## config.mk

```make
export PLATFORM = sky130hd
export DESIGN_NAME = modbus_fc03_response_parser
export DESIGN_NICKNAME = d
export VERILOG_FILES = /design/src/hdl/mbfc03_pkg.sv /design/src/hdl/mbfc03_ctrl.sv /design/src/hdl/mbfc03_dpath.sv /design/src/hdl/modbus_fc03_response_parser.sv
export SDC_FILE = /design/constraint.sdc
export NUM_CORES = 1
export LEC_CHECK = 0
export BUFFER_PORTS_ARGS = -buffer_cell sky130_fd_sc_hd__buf_4
export CORE_ASPECT_RATIO = 1.1
export CORE_MARGIN = 4
export CORE_UTILIZATION = 55
export DETAILED_ROUTE_END_ITERATION = 8
export PLACE_DENSITY = 0.79
export SYNTH_ARGS = -nofsm -noshare
export SYNTH_HDL_FRONTEND = slang
export SYNTH_SLANG_ARGS = --single-unit
```

## constraint.sdc

```tcl
create_clock -name i_clk -period 6.4 [get_ports i_clk]
set_input_delay 0.64 -clock i_clk [delete_from_list [all_inputs] [get_ports i_clk]]
set_output_delay 0.64 -clock i_clk [all_outputs]
set_load 0.03 [all_outputs]
```

## src/hdl/mbfc03_pkg.sv

```systemverilog
`default_nettype none

package mbfc03_pkg;

    // Frame layout and CRC-16/Modbus constants
    localparam logic [15:0] CRC_INIT     = 16'hFFFF;
    localparam logic [15:0] CRC_POLY     = 16'hA001;
    localparam logic [8:0]  POS_MAX      = 9'd511;
    localparam logic [8:0]  POS_COUNT    = 9'd2;
    localparam logic [8:0]  HEADER_LEN   = 9'd3;
    localparam logic [8:0]  MIN_LEN      = 9'd5;
    localparam logic [5:0]  MAX_REGS_RST = 6'd32;

    // Result item kinds
    localparam logic ITEM_REG    = 1'b0;
    localparam logic ITEM_STATUS = 1'b1;

    typedef enum logic [2:0] {
        ST_OK        = 3'd0,
        ST_SHORT     = 3'd1,
        ST_ODD_COUNT = 3'd2,
        ST_TOO_MANY  = 3'd3,
        ST_TRUNCATED = 3'd4,
        ST_CRC_BAD   = 3'd5
    } t_status;

    typedef enum logic [2:0] {
        S_RECV,
        S_EVAL,
        S_READ,
        S_LOAD,
        S_STAT
    } t_state;

    // Controller to datapath
    typedef struct packed {
        logic byte_en;
        logic idx_clr;
        logic rd_en;
        logic load_reg;
        logic load_stat;
    } t_dp_cmd;

    // Datapath to controller
    typedef struct packed {
        logic out_free;
        logic frame_ok;
        logic nregs_zero;
        logic last_reg;
    } t_dp_sts;

    // One byte through the reflected CRC-16, bit at a time
    function automatic logic [15:0] crc_byte(input logic [15:0] crc_in,
                                             input logic [7:0] data);
        logic [15:0] c;
        c = crc_in ^ {8'h00, data};
        for (int k = 0; k < 8; k++) begin
            c = c[0] ? ((c >> 1) ^ CRC_POLY) : (c >> 1);
        end
        return c;
    endfunction

endpackage

`default_nettype wire

```

## src/hdl/mbfc03_ctrl.sv

```systemverilog
`default_nettype none

module mbfc03_ctrl (
    input  wire                 i_clk,
    input  wire                 i_rst_n,
    input  wire                 i_in_valid,
    input  wire                 i_frame_end,
    output logic                o_in_stall,
    input  mbfc03_pkg::t_dp_sts i_sts,
    output mbfc03_pkg::t_dp_cmd o_cmd
);
    import mbfc03_pkg::*;

    t_state r_state;
    t_state n_state;

    always_ff @(posedge i_clk) begin
        if (!i_rst_n) begin
            r_state <= S_RECV;
        end else begin
            r_state <= n_state;
        end
    end

    always_comb begin
        n_state    = r_state;
        o_cmd      = '0;
        o_in_stall = 1'b1;
        unique case (r_state)
            S_RECV: begin
                o_in_stall = 1'b0;
                if (i_in_valid) begin
                    o_cmd.byte_en = 1'b1;
                    if (i_frame_end) begin
                        n_state = S_EVAL;
                    end
                end
            end
            S_EVAL: begin
                o_cmd.idx_clr = 1'b1;
                if (i_sts.frame_ok && !i_sts.nregs_zero) begin
                    n_state = S_READ;
                end else begin
                    n_state = S_STAT;
                end
            end
            S_READ: begin
                o_cmd.rd_en = 1'b1;
                n_state     = S_LOAD;
            end
            S_LOAD: begin
                if (i_sts.out_free) begin
                    o_cmd.load_reg = 1'b1;
                    n_state        = i_sts.last_reg ? S_STAT : S_READ;
                end
            end
            S_STAT: begin
                if (i_sts.out_free) begin
                    o_cmd.load_stat = 1'b1;
                    n_state         = S_RECV;
                end
            end
            default: n_state = S_RECV;
        endcase
    end

    a_end_goes_eval: assert property (@(posedge i_clk) disable iff (!i_rst_n)
        (r_state == S_RECV && i_in_valid && i_frame_end) |=> (r_state == S_EVAL))
        else $error("final byte did not start evaluation");

    a_load_needs_room: assert property (@(posedge i_clk) disable iff (!i_rst_n)
        (o_cmd.load_reg || o_cmd.load_stat) |-> i_sts.out_free)
        else $error("output register overwritten while held");

    a_no_bytes_busy: assert property (@(posedge i_clk) disable iff (!i_rst_n)
        (r_state != S_RECV) |-> !o_cmd.byte_en)
        else $error("byte taken while emitting");

endmodule

`default_nettype wire

```

## src/hdl/mbfc03_dpath.sv

```systemverilog
`default_nettype none

module mbfc03_dpath #(
    parameter int REG_DEPTH = 32
) (
    input  wire                 i_clk,
    input  wire                 i_rst_n,
    input  wire                 i_cfg_valid,
    input  wire  [5:0]          i_cfg_max_register_count,
    input  wire  [7:0]          i_rx_byte,
    input  wire                 i_out_stall,
    input  mbfc03_pkg::t_dp_cmd i_cmd,
    output mbfc03_pkg::t_dp_sts o_sts,
    output logic                o_out_valid,
    output logic                o_item_kind,
    output logic [4:0]          o_reg_index,
    output logic [15:0]         o_reg_value,
    output logic [2:0]          o_status_code,
    output logic [5:0]          o_reg_total,
    output logic                o_is_last
);
    import mbfc03_pkg::*;

    localparam int AW = (REG_DEPTH > 1) ? $clog2(REG_DEPTH) : 1;
    localparam int CW = $clog2(REG_DEPTH + 1);
    localparam logic [8:0] DEPTH_9 = 9'(REG_DEPTH);
    localparam logic [6:0] DEPTH_7 = 7'(REG_DEPTH);

    logic [5:0]    r_max_regs;
    logic [8:0]    r_byte_pos;
    logic [15:0]   r_crc;
    logic [7:0]    r_count;
    logic [15:0]   r_rx_crc;
    logic [7:0]    r_high;
    logic [15:0]   r_rd_data;
    logic [CW-1:0] r_idx;
    logic [15:0]   r_store [REG_DEPTH];

    logic          r_out_valid;
    logic          r_item_kind;
    logic [4:0]    r_reg_index;
    logic [15:0]   r_reg_value;
    logic [2:0]    r_status_code;
    logic [5:0]    r_reg_total;
    logic          r_is_last;

    // byte handling
    logic [7:0]    count_eff;
    logic [9:0]    data_end;
    logic [8:0]    offset;
    logic [7:0]    word_idx;
    logic          in_data;
    logic          mem_we;
    logic [AW-1:0] mem_waddr;

    // frame check
    logic [6:0]    nregs;
    logic [6:0]    limit;
    logic [9:0]    need_len;
    t_status       status;
    logic [CW+4:0] idx_wide;

    always_comb begin
        count_eff = (r_byte_pos == POS_COUNT) ? i_rx_byte : r_count;
        data_end  = {1'b0, HEADER_LEN} + {2'b00, count_eff};
        offset    = r_byte_pos - HEADER_LEN;
        word_idx  = offset[8:1];
        in_data   = {1'b0, r_byte_pos} < data_end;
        mem_we    = i_cmd.byte_en && in_data && (r_byte_pos >= HEADER_LEN) && offset[0]
                    && ({1'b0, word_idx} < DEPTH_9);
        mem_waddr = word_idx[AW-1:0];
    end

    always_comb begin
        nregs    = r_count[7:1];
        limit    = ({1'b0, r_max_regs} > DEPTH_7) ? DEPTH_7 : {1'b0, r_max_regs};
        need_len = {2'b00, r_count} + {1'b0, MIN_LEN};
        if (r_byte_pos < MIN_LEN) begin
            status = ST_SHORT;
        end else if (r_count[0]) begin
            status = ST_ODD_COUNT;
        end else if (nregs > limit) begin
            status = ST_TOO_MANY;
        end else if ({1'b0, r_byte_pos} < need_len) begin
            status = ST_TRUNCATED;
        end else if (r_crc != r_rx_crc) begin
            status = ST_CRC_BAD;
        end else begin
            status = ST_OK;
        end
        idx_wide = {5'b00000, r_idx};
    end

    assign o_sts.out_free   = !r_out_valid || !i_out_stall;
    assign o_sts.frame_ok   = (status == ST_OK);
    assign o_sts.nregs_zero = (nregs == 7'd0);
    assign o_sts.last_reg   = (8'(r_idx) + 8'd1) == {1'b0, nregs};

    always_ff @(posedge i_clk) begin
        if (!i_rst_n) begin
            r_max_regs <= MAX_REGS_RST;
        end else if (i_cfg_valid) begin
            r_max_regs <= i_cfg_max_register_count;
        end
    end

    always_ff @(posedge i_clk) begin
        if (!i_rst_n || i_cmd.load_stat) begin
            r_byte_pos <= '0;
            r_crc      <= CRC_INIT;
            r_count    <= '0;
            r_rx_crc   <= '0;
            r_high     <= '0;
        end else if (i_cmd.byte_en) begin
            r_count <= count_eff;
            if (in_data) begin
                r_crc <= crc_byte(r_crc, i_rx_byte);
                if (r_byte_pos >= HEADER_LEN && !offset[0]) begin
                    r_high <= i_rx_byte;
                end
            end else if ({1'b0, r_byte_pos} == data_end) begin
                r_rx_crc[7:0] <= i_rx_byte;
            end else if ({1'b0, r_byte_pos} == data_end + 10'd1) begin
                r_rx_crc[15:8] <= i_rx_byte;
            end
            if (r_byte_pos != POS_MAX) begin
                r_byte_pos <= r_byte_pos + 9'd1;
            end
        end
    end

    // register word store: one write port, one registered read port
    always_ff @(posedge i_clk) begin
        if (mem_we) begin
            r_store[mem_waddr] <= {r_high, i_rx_byte};
        end
        if (i_cmd.rd_en) begin
            r_rd_data <= r_store[r_idx[AW-1:0]];
        end
    end

    always_ff @(posedge i_clk) begin
        if (!i_rst_n || i_cmd.idx_clr) begin
            r_idx <= '0;
        end else if (i_cmd.load_reg) begin
            r_idx <= r_idx + CW'(1);
        end
    end

    always_ff @(posedge i_clk) begin
        if (!i_rst_n) begin
            r_out_valid <= 1'b0;
        end else if (i_cmd.load_reg || i_cmd.load_stat) begin
            r_out_valid <= 1'b1;
        end else if (!i_out_stall) begin
            r_out_valid <= 1'b0;
        end
    end

    always_ff @(posedge i_clk) begin
        if (i_cmd.load_reg) begin
            r_item_kind   <= ITEM_REG;
            r_reg_index   <= idx_wide[4:0];
            r_reg_value   <= r_rd_data;
            r_status_code <= ST_OK;
            r_reg_total   <= '0;
            r_is_last     <= 1'b0;
        end else if (i_cmd.load_stat) begin
            r_item_kind   <= ITEM_STATUS;
            r_reg_index   <= '0;
            r_reg_value   <= '0;
            r_status_code <= status;
            r_reg_total   <= (status == ST_OK) ? nregs[5:0] : 6'd0;
            r_is_last     <= 1'b1;
        end
    end

    assign o_out_valid   = r_out_valid;
    assign o_item_kind   = r_item_kind;
    assign o_reg_index   = r_reg_index;
    assign o_reg_value   = r_reg_value;
    assign o_status_code = r_status_code;
    assign o_reg_total   = r_reg_total;
    assign o_is_last     = r_is_last;

    a_clear_after_stat: assert property (@(posedge i_clk) disable iff (!i_rst_n)
        i_cmd.load_stat |=> (r_byte_pos == 9'd0 && r_crc == CRC_INIT && r_count == 8'd0))
        else $error("frame state not cleared after status");

    a_reg_item_shape: assert property (@(posedge i_clk) disable iff (!i_rst_n)
        i_cmd.load_reg |=> (r_out_valid && r_item_kind == ITEM_REG && !r_is_last))
        else $error("register item malformed");

    a_stat_is_last: assert property (@(posedge i_clk) disable iff (!i_rst_n)
        i_cmd.load_stat |=> (r_out_valid && r_item_kind == ITEM_STATUS && r_is_last))
        else $error("status item malformed");

endmodule

`default_nettype wire

```

## src/hdl/modbus_fc03_response_parser.sv

```systemverilog
`default_nettype none

// Channel   Direction  Handshake          Payload
// ------    ---------  -----------------  ---------------------------------------------
// in        slave      i_in_valid/o_in_stall    i_rx_byte, i_frame_end
// out       master     o_out_valid/i_out_stall  o_item_kind, o_reg_index, o_reg_value,
//                                               o_status_code, o_reg_total, o_is_last
// cfg       slave      i_cfg_valid/o_cfg_ready  i_cfg_max_register_count
//
// Bytes are taken one per cycle while the frame is being received.
// The final byte moves the block to an evaluation state; an ok frame then
// emits each register by a store read followed by an output load, then the
// status item, and the input stays stalled until the status item is loaded.
// Reset is synchronous and active low; it needs no clearing pass.
// A stall on the output holds the emission sequence in place.

module modbus_fc03_response_parser #(
    parameter int REG_DEPTH = 32
) (
    input  wire         i_clk,
    input  wire         i_rst_n,
    // byte input
    input  wire         i_in_valid,
    output logic        o_in_stall,
    input  wire  [7:0]  i_rx_byte,
    input  wire         i_frame_end,
    // result output
    output logic        o_out_valid,
    input  wire         i_out_stall,
    output logic        o_item_kind,
    output logic [4:0]  o_reg_index,
    output logic [15:0] o_reg_value,
    output logic [2:0]  o_status_code,
    output logic [5:0]  o_reg_total,
    output logic        o_is_last,
    // configuration
    input  wire         i_cfg_valid,
    output logic        o_cfg_ready,
    input  wire  [5:0]  i_cfg_max_register_count
);
    import mbfc03_pkg::*;

    t_dp_cmd cmd;
    t_dp_sts sts;

    // config transfers are always taken; the sender writes only while no
    // frame is in flight
    assign o_cfg_ready = 1'b1;

    // sequence receive, evaluate and emit
    mbfc03_ctrl u_ctrl (
        .i_clk       (i_clk),
        .i_rst_n     (i_rst_n),
        .i_in_valid  (i_in_valid),
        .i_frame_end (i_frame_end),
        .o_in_stall  (o_in_stall),
        .i_sts       (sts),
        .o_cmd       (cmd)
    );

    // CRC, frame counters, word store and output register
    mbfc03_dpath #(
        .REG_DEPTH (REG_DEPTH)
    ) u_dpath (
        .i_clk                    (i_clk),
        .i_rst_n                  (i_rst_n),
        .i_cfg_valid              (i_cfg_valid),
        .i_cfg_max_register_count (i_cfg_max_register_count),
        .i_rx_byte                (i_rx_byte),
        .i_out_stall              (i_out_stall),
        .i_cmd                    (cmd),
        .o_sts                    (sts),
        .o_out_valid              (o_out_valid),
        .o_item_kind              (o_item_kind),
        .o_reg_index              (o_reg_index),
        .o_reg_value              (o_reg_value),
        .o_status_code            (o_status_code),
        .o_reg_total              (o_reg_total),
        .o_is_last                (o_is_last)
    );

endmodule

`default_nettype wire

```

-- Word level (Yosys, flattened, before mapping)
Memories as Yosys holds them, arrays and structs flattened. A register that Yosys moved wholly into a read port is not among the register bits.
Index checks and enable logic that the tools add are counted.
- multiplexer cells: 39
- reductions and logical operators: 25
- $add $sub $neg: 7
- equality and inequality tests: 15
- magnitude comparators: 7
- bitwise logic cells: 11
- operator list (operator ; number):
    $mux W16 ; 10
    $mux W3 ; 11
    $not A2 Y3 ; 8
    $eq A9 B10 Y1 ; 2
    $lt A9 B10 Y1 ; 2
    $ne A16 B16 Y1 ; 1
    $xor A16 B8 Y16 ; 1
    $pmux W3 S5 ; 1
    $mux W1 ; 12
    $mux W6 ; 2
    $add A10 B1 Y10 const B ; 1
    $mux W5 ; 2
    $add A2 B8 Y9 const A ; 1
    $add A8 B3 Y9 const B ; 1
    $add A9 B1 Y9 const B ; 1
    $eq A9 B2 Y1 const B ; 1
    $ge A9 B2 Y1 const B ; 1
    $lt A9 B3 Y1 const B ; 1
    $ne A9 B9 Y1 const B ; 1
    $sub A9 B2 Y9 const B ; 1
    $eq A8 B7 Y1 ; 1
    $lt A8 B6 Y1 const B ; 1
    $mux W8 ; 1
    $ne A2 B2 Y1 const B ; 4
    18 further kinds ; 36
- input bits: 20
- word-level logic and storage cells: 120
- memories: 1
- RAM bits: 512
- output and inout bits: 35
- bits in registers: 104
- memory list (memory ; words ; bits a word ; read ports ; clocked after memory_dff ; write ports ; line ; text):
    u_dpath.r_store ; 32 ; 16 ; 1 ; 1 ; 1 ; mbfc03_dpath.sv:37 ; logic [15:0] r_store [REG_DEPTH];

-- Depth between registers and ports, before layout
- depth after elaboration: 17
- mapped depth: 23
- mapped depth without buffers: 19

-- Cells and area by module
Synthesis repeated with hierarchy kept, for this count alone.
- cell total of the unflattened synthesis: 1470
- area total of the unflattened synthesis: 26165.1 um2
- modules (own cells, without submodules) (module ; instances ; seq. area each (um2) ; cells each ; area an instance (um2)):
    mbfc03_dpath ; 1 ; 18087.3 ; 1441 ; 25948.6
    mbfc03_ctrl ; 1 ; 60.1 ; 27 ; 205.2
    modbus_fc03_response_parser ; 1 ; 0.0 ; 2 ; 11.3

-- Least setup slack after synthesis
Ideal clock, no wire load.
- path type: register -> register
- from: register u_dpath.r_byte_pos[0]
- to: memory u_dpath.r_store[12][0], enable pin
- stages on the path, launching flop included: 22
- setup time: 0.388 ns
- arrival time: 5.306 ns
- path slack: 0.706 ns
- data required time: 6.012 ns
- path buffers: 4
- clock period less this slack: 5.694 ns
- cell sequence: dfxtp_1 > clkbuf_1 > inv_1 > ha_1 > or4b_4 > nor2_8 > buf_6 > a21oi_1 > ha_1 > clkbuf_1 > nand3b_1 > xor2_1 > mux2_2 > ha_1 > a21o_1 > a211oi_1 > o21ai_0 > or2_2 > clkbuf_1 > nor3_1 > nand3_1 > nor2_1
- elaborated cells between the ends (all ways): 13
- those cells by class: add/sub: 2; order compare: 3; eq/ne: 1; mux: 3; reduce/logical: 4
- RTL lines (element ; line ; text):
    start: declaration ; mbfc03_dpath.sv:30 ; logic [8:0] r_byte_pos;
    start signal: assignment ; mbfc03_dpath.sv:127 ; r_byte_pos <= r_byte_pos + 9'd1;
    $sub A9 B2 Y9 ; mbfc03_dpath.sv:66 ; offset = r_byte_pos - HEADER_LEN;
    net u_dpath.offset[0] ; mbfc03_dpath.sv:50 ; logic [8:0] offset;
    $logic_and A1 B1 Y1 ; mbfc03_dpath.sv:69 ; mem_we = i_cmd.byte_en && in_data && (r_byte_pos >= HEADER_LEN) && offset[0]
    $logic_and A1 B1 Y1 ; mbfc03_dpath.sv:70 ; && ({1'b0, word_idx} < DEPTH_9);
    $mux W1 ; mbfc03_dpath.sv:134 ; if (mem_we) begin
    $mux W1 (implied by the code) ; mbfc03_dpath.sv:135 ; r_store[mem_waddr] <= {r_high, i_rx_byte};
    end: declaration ; mbfc03_dpath.sv:37 ;
The timed path passes the listed nets, and every way through them passes these cells.

-- Worst setup path in the final report
- from: register u_dpath.r_byte_pos[1]
- to: memory u_dpath.r_store[21][6], enable pin
- cells in the longest elaborated chain, start to end: 10
- elaborated cells between the ends (all ways): 13
- those cells by class: add/sub: 2; order compare: 3; eq/ne: 1; mux: 3; reduce/logical: 4
- RTL lines (element ; line ; text):
    $eq A9 B2 Y1 ; mbfc03_dpath.sv:64 ; count_eff = (r_byte_pos == POS_COUNT) ? i_rx_byte : r_count;
    $mux W8 ; mbfc03_dpath.sv:64 ;
    $add A2 B8 Y9 ; mbfc03_dpath.sv:65 ; data_end = {1'b0, HEADER_LEN} + {2'b00, count_eff};
    $lt A9 B10 Y1 ; mbfc03_dpath.sv:68 ; in_data = {1'b0, r_byte_pos} < data_end;
    $logic_and A1 B1 Y1 (3 in a row) ; mbfc03_dpath.sv:69 ;
    $logic_and A1 B1 Y1 ; mbfc03_dpath.sv:70 ;
    $mux W1 ; mbfc03_dpath.sv:134 ;
    $mux W1 (implied by the code) ; mbfc03_dpath.sv:135 ;
Parallel ways exist; a longest one is shown, timed or not.

==> flow_metrics.env <==
export IMPL_critPathRequiredTime_ns=6.68
export IMPL_fin_setup_tns_ns=0
export IMPL_yosys_top_cells_count="edfxtp_1, mux4_2, nor2_1"
export IMPL_synth_edff_count=549
export IMPL_drive_above_1_share_pct=25.76
export IMPL_syn_nets=1562
export IMPL_crit_family="simple AND/OR/NAND/NOR gates"
export IMPL_yosys_warnings=0
export IMPL_p_seq_share_pct=54.4
export IMPL_antenna_left=0
export IMPL_cts_root_buf="clkbuf_16"
export IMPL_cpMostUsedCell="ha_1"
export IMPL_totalWireLength_um=64020
export IMPL_clk_pin_slew_ns=0.07
export IMPL_hold_path_class="input port to flop"
export IMPL_vias_per_cell=6.407
export IMPL_cts_path_max_buffers=3
export IMPL_rsz0062_at_grt="false"
export IMPL_finalClockSkew_ns=0.02838
export IMPL_cp_start_kind="flop"
export IMPL_ys_ff_latch=632
export IMPL_pin_count=55
export IMPL_grt_pass1_wl_um=96610
export IMPL_row_count=83
export IMPL_hold_viol_final=0
export IMPL_cts_buffers=57
export IMPL_slew_violations=0
export IMPL_cts_sinks=632
export IMPL_cp_max_fo=16
export IMPL_synth_area_mm2=0.02638
export IMPL_p_int_mw=6.517
export IMPL_worst_pin_slew_ns=1.209
export IMPL_drtPass1Iterations=7
export IMPL_max_stage_delay_ns=0.57
export IMPL_globalRouteTotalUtil_pct=25.30
export IMPL_synthFlopType="edfxtp_1"
export IMPL_die_area_mm2=0.05154
export IMPL_post_cts_buffers=0
export IMPL_critPathKind="flop to flop"
export IMPL_fmax_ghz=0.1736
export IMPL_power_leakage_nw=9.682
export IMPL_avgSynthCellArea_um2=17.44
export IMPL_power_switching_mw=1.771
export IMPL_pwr_share_comb_pct=4.6
export IMPL_fin_util_pct=62.99
export IMPL_cts_tree="yes"
export IMPL_yosysMostFrequentCell="edfxtp_1"
export IMPL_cp_slowest_cell="dfxtp_1"
export IMPL_maxCapViolations=0
export IMPL_cp_cell_sequence="ha_1, or4b_4, nor2_8, a21oi_1, ha_1, nand3b_1, xor2_1, mux2_2, ha_1, nand4_1, a21oi_1, a211oi_1, o21ai_0, or2_2, nor4_1, nand2_1, buf_4, nor2_1, buf_4"
export IMPL_yosysTopAreaCell="edfxtp_1"
export IMPL_worst_path_buf_inv=2
export IMPL_period_share_pct=89.99
export IMPL_cts_max_level=2
export IMPL_switching_share_pct=21.36
export IMPL_initial_core_util_pct=56.08
export IMPL_dp_hpwl_um=38890
export IMPL_ctsResizeCount=0
export IMPL_avgRoutedWirePerCell_um=28.08
export IMPL_final_nets=1646
export IMPL_core_mm2=0.04704
export IMPL_min_period_ns=5.759
export IMPL_synth_async_reset_ratio_pct=0
export IMPL_synth_cells=1513
export IMPL_worstSetupEndpointType="flop"
export IMPL_gr_total_overflow=0
export IMPL_holdBufCountCts=0
export IMPL_drtIter0Drc=1863
export IMPL_synth_area_leaders="edfxtp_1, mux4_2, dfxtp_1"
export IMPL_relSlewSlack_pct=19.34
export IMPL_setup_viol=0
export IMPL_antenna_found_initial=2
export IMPL_ir_drop_mv=0.2121
export IMPL_grt_pass1_vias=14530
export IMPL_p_per_area_mw_per_mm2=279.7
export IMPL_place_gp_congestion=0.8921
export IMPL_die_height_um=237.7
export IMPL_p_clk_share_pct=40.9
export IMPL_cp_arrival_ns=6.04
export IMPL_die_x_um=216.8
export IMPL_clock_latency_ns=0.61
export IMPL_drc=0
export IMPL_seq_area_frac_synth_pct=68.78
export IMPL_synth_top_area_share_pct=62.49
export IMPL_dr_total_vias=14610
export IMPL_portBuffers=53
export IMPL_grt_max_degree=122
export IMPL_run_status="finished clean"
export IMPL_synth_distinct_cells=76
export IMPL_area_delta_synth_final_pct=12.32
state kept, by name, indices dropped and copies added (netlist names):
name	count
u_dpath.o_reg_index	5
u_dpath.r_idx	6
u_dpath.r_rx_crc	16
u_dpath.o_status_code	3
u_dpath.o_reg_total	6
u_dpath.r_crc	16
u_dpath.o_is_last	1
u_dpath.r_byte_pos	9
u_dpath.r_store	512
u_dpath.r_max_regs	6
u_dpath.o_reg_value	16
u_dpath.o_out_valid	1
u_dpath.r_rd_data	16
u_ctrl.r_state	3
u_dpath.r_high	8
u_dpath.r_count	8
worst min-delay path: stages:
cell	delay [ns]
buf_4	0.08
mux2i_1	0.05
nor2_1	0.07
routing by layer:
metal  track usage [%]  up-vias  routed length (um)
li1                  -     6137                   -
met1             36.52     7332               24570
met2             39.73      990               30210
met3             4.845      149                6961
met4             8.250        0                2277
met5                 0        -                   0
cell type report:
cell class,instances,area [um^2]
inverters,19,71.32
well taps,637,797.0
repair buffers,118,923.4
flip-flops and latches,632,18160
clock inverters,40,385.4
multi-input cells,769,7818
clock buffers,64,1474
fillers,3151,17410
diodes,1,2.502
logic make-up (layout without fill, tap and decap cells):
family          Yosys count  count (layout)  share of synthesized area (%)
fa+ha+maj                29              29                          1.375
buf+inv                 112             241                          1.703
xor+xnor                 80              80                          2.656
flops                   632             632                          68.78
compound gates          131             131                          3.543
mux                     220             220                          16.02
simple gates            308             308                          5.904
other cells               1               2                        0.01421
layout by cell type (no fill, tap or decap), types with 12 or more instances in the layout:
cell / instances
nand2_1: 83
mux4_2: 160
inv_1: 17
o211ai_1: 16
xor2_1: 40
nor3_1: 14
edfxtp_1: 549
mux2i_1: 42
dfxtp_1: 76
ha_1: 29
buf_4: 115
clkinv_1: 13
and2_1: 26
o21ai_0: 15
mux2_2: 18
nor2_2: 12
xnor2_1: 40
a21oi_1: 32
nand3_1: 23
nor2_1: 84
clkbuf_16: 58
stage by stage:
stage / hold WS, ns / total power [mW] / instances / cell area [um^2] / setup WS (ns)
floorplan: 0.4465 / 4.854 / 1513 / 26380 / 0.7057
global route: 0.2476 / 8.556 / 2279 / 29630 / 0.2120
global placement: 0.4573 / 4.971 / 2175 / 27770 / 0.8825
CTS: 0.2318 / 8.326 / 2279 / 29630 / 0.6947
finish: 0.2568 / 8.287 / 2280 / 29630 / 0.6409
detailed placement: 0.4696 / 4.979 / 2175 / 27770 / 0.7521
final timing paths:
kind	start	end	slack [ns]	depth (start not counted)
min reg2reg	u_dpath.r_rx_crc[10]$_SDFFE_PP0P_	u_dpath.r_rx_crc[10]$_SDFFE_PP0P_	0.47	2
max reg2reg	u_dpath.r_byte_pos[1]$_SDFFE_PP0P_	u_dpath.r_store[21][6]$_DFFE_PP_	0.64	19
min	i_cfg_max_register_count[4]	u_dpath.r_max_regs[4]$_SDFFE_PN0P_	0.26	3
max	u_dpath.r_byte_pos[1]$_SDFFE_PP0P_	u_dpath.r_store[21][6]$_DFFE_PP_	0.64	19
power groups by stage:
stage               Combinational, mW  Sequential (mW)  Clock (mW)
floorplan                       0.263             4.59           0
global placement                0.376             4.60           0
detailed placement              0.382             4.60           0
CTS                             0.384             4.51        3.43
global route                    0.420             4.51        3.63
finish                          0.385             4.51        3.39
No activity file was read; power rests on OpenSTA's default activity.
